==> config.mk <==
export PLATFORM = sky130hd
export DESIGN_NAME = bitmap_frame_allocator
export DESIGN_NICKNAME = d
export VERILOG_FILES = /design/src/rtl/bfa_pkg.sv /design/src/rtl/bfa_ram.sv /design/src/rtl/bfa_word_unit.sv /design/src/rtl/bitmap_frame_allocator.sv
export SDC_FILE = /design/constraint.sdc
export NUM_CORES = 2
export LEC_CHECK = 0
export BUFFER_PORTS_ARGS = -buffer_cell sky130_fd_sc_hd__buf_2
export CAP_MARGIN = 0
export CORE_MARGIN = 5
export CORE_UTILIZATION = 40
export DETAILED_ROUTE_END_ITERATION = 8
export PLACE_DENSITY = 0.58
export REMOVE_ABC_BUFFERS = 1
export SLEW_MARGIN = 20
export SYNTH_ARGS = -nofsm -noshare
export SYNTH_HDL_FRONTEND = slang
export SYNTH_SLANG_ARGS = --single-unit
==> constraint.sdc <==
create_clock -name clk -period 11.8 [get_ports clk]
set_input_delay 0.59 -clock clk [delete_from_list [all_inputs] [get_ports clk]]
set_output_delay 0.59 -clock clk [all_outputs]
set_load 0.03 [all_outputs]
==> src/rtl/bfa_pkg.sv <==
`timescale 1ns / 1ps

package bfa_pkg;

	localparam int FRAME_W = 20;
	localparam int COUNT_W = 13;

	localparam int MAX_FRAMES_DEF = 4096;
	localparam int WORD_BITS_DEF  = 64;
	localparam int POOL_FRAMES_RST = 4096;

	// request codes
	typedef logic [1:0] req_t;
	localparam req_t REQ_ALLOC   = 2'd0;
	localparam req_t REQ_RELEASE = 2'd1;
	localparam req_t REQ_MARK    = 2'd2;

	// status codes
	typedef logic [1:0] status_t;
	localparam status_t STAT_OK    = 2'd0;
	localparam status_t STAT_FULL  = 2'd1;
	localparam status_t STAT_RANGE = 2'd2;

	// configuration register indexes
	typedef logic [0:0] cfg_idx_t;
	localparam cfg_idx_t CFG_POOL_BASE   = 1'd0;
	localparam cfg_idx_t CFG_POOL_FRAMES = 1'd1;

endpackage

==> src/rtl/bfa_ram.sv <==
`timescale 1ns / 1ps

module bfa_ram #(
	parameter int WIDTH = 64,
	parameter int DEPTH = 64,
	localparam int AW = (DEPTH > 1) ? $clog2(DEPTH) : 1
) (
	input  logic             clk,
	input  logic             we,
	input  logic [AW-1:0]    waddr,
	input  logic [WIDTH-1:0] wdata,
	input  logic [AW-1:0]    raddr,
	output logic [WIDTH-1:0] rdata
);

	logic [WIDTH-1:0] mem [DEPTH];

	always_ff @(posedge clk) begin
		if (we) begin
			mem[waddr] <= wdata;
		end
		rdata <= mem[raddr];
	end

endmodule

==> src/rtl/bfa_word_unit.sv <==
`timescale 1ns / 1ps

module bfa_word_unit #(
	parameter int WORD_BITS = 64,
	parameter int XW = 17,
	localparam int BW = $clog2(WORD_BITS),
	localparam int RW = $clog2(WORD_BITS + 1)
) (
	input  bfa_pkg::req_t        op,
	input  logic [XW-1:0]        word_base,
	input  logic [XW-1:0]        lo,
	input  logic [XW-1:0]        hi,
	input  logic [WORD_BITS-1:0] rd_word,
	output logic [WORD_BITS-1:0] wr_word,
	output logic                 hit,
	output logic [BW-1:0]        hit_pos
);
	import bfa_pkg::*;

	logic [XW-1:0]        lo_d;
	logic [XW-1:0]        hi_d;
	logic [RW-1:0]        lo_c;
	logic [RW-1:0]        hi_c;
	logic [WORD_BITS-1:0] mask;
	logic [WORD_BITS-1:0] avail;
	logic [WORD_BITS-1:0] first;

	// range bounds relative to this word, clamped to the word
	assign lo_d = lo - word_base;
	assign hi_d = hi - word_base;

	always_comb begin
		if (lo <= word_base) begin
			lo_c = '0;
		end else if (lo_d >= XW'(WORD_BITS)) begin
			lo_c = RW'(WORD_BITS);
		end else begin
			lo_c = RW'(lo_d);
		end
		if (hi <= word_base) begin
			hi_c = '0;
		end else if (hi_d >= XW'(WORD_BITS)) begin
			hi_c = RW'(WORD_BITS);
		end else begin
			hi_c = RW'(hi_d);
		end
	end

	always_comb begin
		for (int j = 0; j < WORD_BITS; j++) begin
			mask[j] = (RW'(j) >= lo_c) && (RW'(j) < hi_c);
		end
	end

	// lowest free bit inside the range
	assign avail = ~rd_word & mask;
	assign first = avail & (~avail + WORD_BITS'(1));
	assign hit   = |avail;

	always_comb begin
		hit_pos = '0;
		for (int j = WORD_BITS - 1; j >= 0; j--) begin
			if (avail[j]) begin
				hit_pos = BW'(j);
			end
		end
	end

	always_comb begin
		case (op)
			REQ_ALLOC:   wr_word = rd_word | first;
			REQ_RELEASE: wr_word = rd_word & ~mask;
			REQ_MARK:    wr_word = rd_word | mask;
			default:     wr_word = rd_word;
		endcase
	end

endmodule

==> src/rtl/bitmap_frame_allocator.sv <==
`timescale 1ns / 1ps
// done is registered: requests answered at once (out of range, empty mark, unknown type)
//   strobe it in the cycle after start; the others step through S_READ, then S_EVAL per word visited
// throughput: one request at a time; allocate walks the bitmap memory in a single
//   read-modify-write pass, one word per cycle
// reset: clears the sequencer and config registers, then sweeps every bitmap word to zero
// results are strobed on done for one cycle; the receiver cannot stall
module bitmap_frame_allocator #(
	parameter int MAX_FRAMES = bfa_pkg::MAX_FRAMES_DEF,
	parameter int WORD_BITS  = bfa_pkg::WORD_BITS_DEF
) (
	input  logic                      clk,
	input  logic                      arst_n,
	// configuration
	input  logic                      cfg_we,
	input  bfa_pkg::cfg_idx_t         cfg_index,
	input  logic [bfa_pkg::FRAME_W-1:0] cfg_data,
	// request
	input  logic                      start,
	output logic                      busy,
	input  logic [1:0]                req_type,
	input  logic [bfa_pkg::FRAME_W-1:0] frame_number,
	input  logic [bfa_pkg::COUNT_W-1:0] range_count,
	// result
	output logic                      done,
	output logic [bfa_pkg::FRAME_W-1:0] granted_frame,
	output logic [1:0]                status
);
	import bfa_pkg::*;

	localparam int NWORDS = (MAX_FRAMES + WORD_BITS - 1) / WORD_BITS;
	localparam int LIM    = NWORDS * WORD_BITS;
	localparam int AW     = (NWORDS > 1) ? $clog2(NWORDS) : 1;
	localparam int BW     = $clog2(WORD_BITS);
	// frame index width, wide enough for a word base stepped one word past the end
	localparam int XW     = $clog2(LIM + WORD_BITS + 1);

	typedef enum logic [3:0] {
		S_CLEAR = 4'b0001,
		S_IDLE  = 4'b0010,
		S_READ  = 4'b0100,
		S_EVAL  = 4'b1000
	} state_t;

	state_t               state_q;
	logic [AW-1:0]        clr_q;
	logic [AW-1:0]        wa_q;
	logic [XW-1:0]        wbase_q;
	logic [XW-1:0]        lo_q;
	logic [XW-1:0]        hi_q;
	req_t                 req_q;
	logic                 done_q;
	logic [FRAME_W-1:0]   granted_q;
	status_t              status_q;
	logic [FRAME_W-1:0]   pool_base_q;
	logic [COUNT_W-1:0]   pool_frames_q;

	// pool geometry
	logic [XW-1:0]        pool_n;
	logic [FRAME_W-1:0]   off_raw;
	logic                 in_pool;
	logic [XW-1:0]        off;
	logic [XW-1:0]        room;
	logic [XW-1:0]        mark_end;
	logic                 accept;

	// bitmap memory ports
	logic                 ram_we;
	logic [AW-1:0]        ram_waddr;
	logic [WORD_BITS-1:0] ram_wdata;
	logic [AW-1:0]        ram_raddr;
	logic [WORD_BITS-1:0] ram_rdata;

	// word unit
	logic [WORD_BITS-1:0] unit_word;
	logic                 unit_hit;
	logic [BW-1:0]        unit_pos;
	logic                 last_word;
	logic [XW-1:0]        hit_idx;

	// config registers
	always_ff @(posedge clk or negedge arst_n) begin
		if (!arst_n) begin
			pool_base_q   <= '0;
			pool_frames_q <= COUNT_W'(POOL_FRAMES_RST);
		end else if (cfg_we) begin
			case (cfg_index)
				CFG_POOL_BASE:   pool_base_q   <= cfg_data;
				CFG_POOL_FRAMES: pool_frames_q <= cfg_data[COUNT_W-1:0];
				default:         ;
			endcase
		end
	end

	// pool size clipped to capacity
	assign pool_n = (32'(pool_frames_q) > 32'(MAX_FRAMES)) ? XW'(MAX_FRAMES)
	                                                     : XW'(pool_frames_q);

	// offset of the requested frame inside the pool
	assign off_raw = frame_number - pool_base_q;
	assign in_pool = (frame_number >= pool_base_q) && (32'(off_raw) < 32'(pool_n));
	assign off     = XW'(off_raw);

	// mark run end, clipped at the pool end
	assign room     = pool_n - off;
	assign mark_end = (32'(range_count) < 32'(room)) ? off + XW'(range_count) : pool_n;

	assign accept = start && state_q == S_IDLE;
	assign busy   = state_q != S_IDLE;

	// word walk is finished once the range ends inside the current word
	assign last_word = 32'(hi_q) <= 32'(wbase_q) + 32'(WORD_BITS);
	assign hit_idx   = wbase_q + XW'(unit_pos);

	// sequencer
	always_ff @(posedge clk or negedge arst_n) begin
		if (!arst_n) begin
			state_q <= S_CLEAR;
			clr_q   <= '0;
			done_q  <= 1'b0;
		end else begin
			done_q <= 1'b0;
			case (state_q)
				S_CLEAR: begin
					clr_q <= clr_q + AW'(1);
					if (clr_q == AW'(NWORDS - 1)) begin
						state_q <= S_IDLE;
					end
				end
				S_IDLE: begin
					if (accept) begin
						case (req_type)
							REQ_ALLOC: begin
								state_q <= S_READ;
							end
							REQ_RELEASE: begin
								if (in_pool) begin
									state_q <= S_READ;
								end else begin
									done_q <= 1'b1;
								end
							end
							REQ_MARK: begin
								if (in_pool && range_count != '0) begin
									state_q <= S_READ;
								end else begin
									done_q <= 1'b1;
								end
							end
							default: begin
								done_q <= 1'b1;
							end
						endcase
					end
				end
				S_READ: begin
					state_q <= S_EVAL;
				end
				S_EVAL: begin
					if ((req_q == REQ_ALLOC && unit_hit) || last_word) begin
						done_q  <= 1'b1;
						state_q <= S_IDLE;
					end
				end
				default: begin
					state_q <= S_IDLE;
				end
			endcase
		end
	end

	// request context and result word
	always_ff @(posedge clk) begin
		if (accept) begin
			req_q     <= req_type;
			wa_q      <= '0;
			wbase_q   <= '0;
			granted_q <= '0;
			status_q  <= STAT_OK;
			case (req_type)
				REQ_ALLOC: begin
					lo_q <= '0;
					hi_q <= pool_n;
				end
				REQ_RELEASE: begin
					lo_q <= off;
					hi_q <= off + XW'(1);
					if (!in_pool) begin
						status_q <= STAT_RANGE;
					end
				end
				REQ_MARK: begin
					lo_q <= off;
					hi_q <= mark_end;
					if (!in_pool) begin
						status_q <= STAT_RANGE;
					end
				end
				default: begin
					lo_q <= '0;
					hi_q <= '0;
				end
			endcase
		end else if (state_q == S_EVAL) begin
			wa_q    <= wa_q + AW'(1);
			wbase_q <= wbase_q + XW'(WORD_BITS);
			if (req_q == REQ_ALLOC) begin
				if (unit_hit) begin
					granted_q <= pool_base_q + FRAME_W'(hit_idx);
				end else if (last_word) begin
					status_q <= STAT_FULL;
				end
			end
		end
	end

	// memory read runs one word ahead while walking
	assign ram_raddr = (state_q == S_EVAL) ? wa_q + AW'(1) : wa_q;
	assign ram_we    = (state_q == S_CLEAR) || (state_q == S_EVAL);
	assign ram_waddr = (state_q == S_CLEAR) ? clr_q : wa_q;
	assign ram_wdata = (state_q == S_CLEAR) ? '0 : unit_word;

	bfa_ram #(
		.WIDTH (WORD_BITS),
		.DEPTH (NWORDS)
	) u_bitmap (
		.clk   (clk),
		.we    (ram_we),
		.waddr (ram_waddr),
		.wdata (ram_wdata),
		.raddr (ram_raddr),
		.rdata (ram_rdata)
	);

	bfa_word_unit #(
		.WORD_BITS (WORD_BITS),
		.XW        (XW)
	) u_word (
		.op        (req_q),
		.word_base (wbase_q),
		.lo        (lo_q),
		.hi        (hi_q),
		.rd_word   (ram_rdata),
		.wr_word   (unit_word),
		.hit       (unit_hit),
		.hit_pos   (unit_pos)
	);

	assign done          = done_q;
	assign granted_frame = granted_q;
	assign status        = status_q;

endmodule
==> results.md <==
* Pre-Repair DR Iteration Count at 5
* Hold EP: state_q[2]$_DFFE_PN0P_
* Largest net degree at the start of global routing at 144
* # nets final at 8472
* Fin area at between 0.15 and 0.2 mm^2
* Hold Path Class: in2reg
* I/O pins at 84
* Gpl congestion at 0.930
* DP Area at 0.180 mm^2
* Min Tclk post-route at 8.68 ns
* Max-slew violations at 0
* Drt total wl at 517000 um
* Status: finished, final reports clean
* Asr flop ratio synth at 0.0103
* # rows at about 240
* Overall Power at ~39 mW
* Hold path start: start
* Initial antenna violation count at between 40 and 50
* Static leakage at 62.5 nW
* Fin. Hold Viols at 0
* Post-synthesis cell type count at 99
* WL/cell at 36.0 um
* Longest Clk Path Bufs at 4
* PwrDens at 199 mW/mm^2
* FF-to-FF Start: wbase_q[6]$_SDFFE_PP0N_
* CP Data Arrival Time at around 9.5 ns
* Worst relative slew slack at 0.191
* EDFF count, synth at 4126
* Ys flop type: edfxtp_1
* Critical path's largest stage delay at 0.89 ns
* TritonCTS buffer count at 427
* Final setup vio count at 0
* ANT nets after route at 0
* Worst-path fanout max at 13
* First-pass GRT wire length at around 700000 um
* Post-CTS Setup Inserts at 0
* Cells on Worst Hold Path at 3
* End of the worst register-to-register path: granted_frame[16]$_SDFFE_PP0P_
* CP max-delay cell: o211ai_1
* 1st-iter DRT viols at 11407
* Worst-Margin Slew at 1.21 ns
* Congestion Overflow GR at 0
* Filler cells at 35016
* Synth warnings at 0
* Via density at 6.09
* HPWL after DPL at approximately 290000 um
* Die height at 663 um
* Max Cap Violations at 0
* Core area at between 0.4 and 0.5 mm^2
* H-tree Lvls at 5
* CTS tree: done
* CP endpoint kind: flop
* Cells after DPL at between 10000 and 15000
* Synth Area per Inst at 21.7 um^2
* CTS clock-pin slew for the worst setup and hold paths at 0.07 ns
* Total track usage at 0.230
* Highest Clock Rate at 115 MHz
* Met1 Usage GRT at 0.329
* Clock sinks at between 4000 and 5000
* RSZ-0062 raised after global routing: no
* Via Count at between 80000 and 90000
* Die area at 0.440 mm^2
* Kind of critical path: reg2reg
* Fin cells at 14351
* R2r setup slk at 3.12 ns
* GR peak layer: met2
* Yosys reg bits at 4267
* Crit share post-route at 0.736
* Met3 Usage GRT at 0.0412
* DRC Markers at 0
* Reg2Reg Depth at 31
* Die X at about 660 um
* Layout Skew at 0.0778 ns
* Layout cells sized above 1 at 0.290
* Mapped Cells at 7866
* IO Port Bufs at 83
* Starting Density at 0.402
* Worst-Skew Late Latency at between 1 and 1.5 ns
* Met2 Usage GRT at 0.366
* Critical Path Start Type: flop
* Sequential cell area fraction in the yosys report at 0.744
* Peak supply drop at 0.144 mV
* Area Overhead vs Synth at 13.9%
* Setup TNS at 0 ns
* Number of global-route vias before repair at ~90000
* Clk root buf: clkbuf_16
* Post-Syn Area at 0.171 mm^2
* Worst endpoint required time at approximately 13 ns
sequential cells by signal, summed over array words and instances, names as in the netlist:
| register | flops |
|---|---|
| clr_q | 6 |
| done | 1 |
| granted_frame | 20 |
| hi_q | 13 |
| lo_q | 13 |
| pool_base_q | 20 |
| pool_frames_q | 13 |
| req_q | 2 |
| state_q | 4 |
| status | 2 |
| u_bitmap.mem | 4096 |
| u_bitmap.rdata | 64 |
| wa_q | 6 |
| wbase_q | 7 |
cell families after synthesis:
logic type,synth area share
flops,0.744
compound gates,0.0270
buf+inv,0.0114
mux,0.180
fa+ha+maj,0.00885
xor+xnor,0.00421
simple gates,0.0248
stage by stage:
stage	hold slack [ns]	util	setup WS, ns
after floorplan	0.294	-	-87.92
after global placement	0.474	0.424	3.15
after detailed placement	0.466	0.425	3.37
after CTS	0.0132	0.457	3.26
after global routing	0.0389	0.458	2.66
final	0.106	0.458	3.12
placed cells by master (no fill, tap or decap), drive strengths merged, types with 21 or more instances in the layout:
cell,instances
nor3,78
a211oi,38
o22ai,31
nand3,69
o21ai,156
mux4,1344
ha,111
nor2,271
clkinv,189
xor2,24
xnor2,58
o211ai,23
dfrtp,42
o21a,21
nor4,35
a31oi,34
inv,110
a21oi,134
a21o,47
o31ai,21
buf,380
nand4,37
edfxtp,4126
diode,25
dfxtp,97
bufinv,32
nand2b,32
nand2,161
dlygate4sd3,23
clkbuf,558
report_power, final:
part | internal (mW) | switching [mW]
Clock | 7.46 | 5.79
Sequential | 18.4 | 0.184
Combinational | 2.26 | 4.62
cell usage after synthesis, drive strengths merged (69+ instances only):
library cell	n	area (um^2)
dfxtp	97	1940
o21ai	156	781
ha	111	1390
edfxtp	4126	124000
nor3	78	415
inv	101	379
nand3	69	345
mux4	1344	30300
nand2	161	607
buf	117	488
clkbuf	286	1070
a21oi	134	678
nor2	271	1020
timing repair:
item / 4_1_cts / 5_1_grt
hold buffers: 23 / 0
resized for setup: 0 / 0
hold endpoints to repair: 77 / 0
routing by layer:
metal  share of wire  vias to the layer above  routed length (um)
li1                -                    34470                   -
met1            0.41                    47948              213000
met2            0.47                     4188              245000
met3           0.081                      795               41800
met4           0.033                        8               17300
met5        0.000099                        -                  51
worst max-delay path by stage:
| stage | from | to | slack [ns] |
|---|---|---|---|
| finish | wbase_q[6]$_SDFFE_PP0N_ | granted_frame[16]$_SDFFE_PP0P_ | 3.12 |
| global placement | wbase_q[6]$_SDFFE_PP0N_ | granted_frame[14]$_SDFFE_PP0P_ | 3.15 |
| floorplan | state_q[0]$_DFFE_PN1P_ | u_bitmap.rdata[0]$_DFF_P_ | -87.92 |
| CTS | wbase_q[6]$_SDFFE_PP0N_ | granted_frame[14]$_SDFFE_PP0P_ | 3.26 |
| detailed placement | wbase_q[6]$_SDFFE_PP0N_ | granted_frame[14]$_SDFFE_PP0P_ | 3.37 |
| global route | wbase_q[6]$_SDFFE_PP0N_ | granted_frame[17]$_SDFFE_PP0P_ | 2.66 |
critical path: cells and delay by family (launching register included):
| family | cells | cell delay (ns) |
|---|---|---|
| buffers and inverters | 3 | 0.46 |
| DFF | 1 | 0.50 |
| xor gates and xnor gates | 2 | 0.39 |
| and+or+nand+nor | 10 | 2.35 |
| adders and majority gates | 4 | 1.35 |
| AOI/OAI and AO/OA | 12 | 3.45 |
cell type report:
type	count	area, um^2	area share
Timing Repair Buffer	403	3260	0.0168
Antenna cell	25	62.6	0.000322
Sequential cell	4267	127000	0.654
Clock buffer	558	11300	0.0581
Multi-Input combinational cell	3095	42900	0.221
Clock inverter	239	2310	0.0119
Tap cell	5663	7090	0.0365
Inverter	101	379	0.00195
No activity file was read; power rests on OpenSTA's default activity.
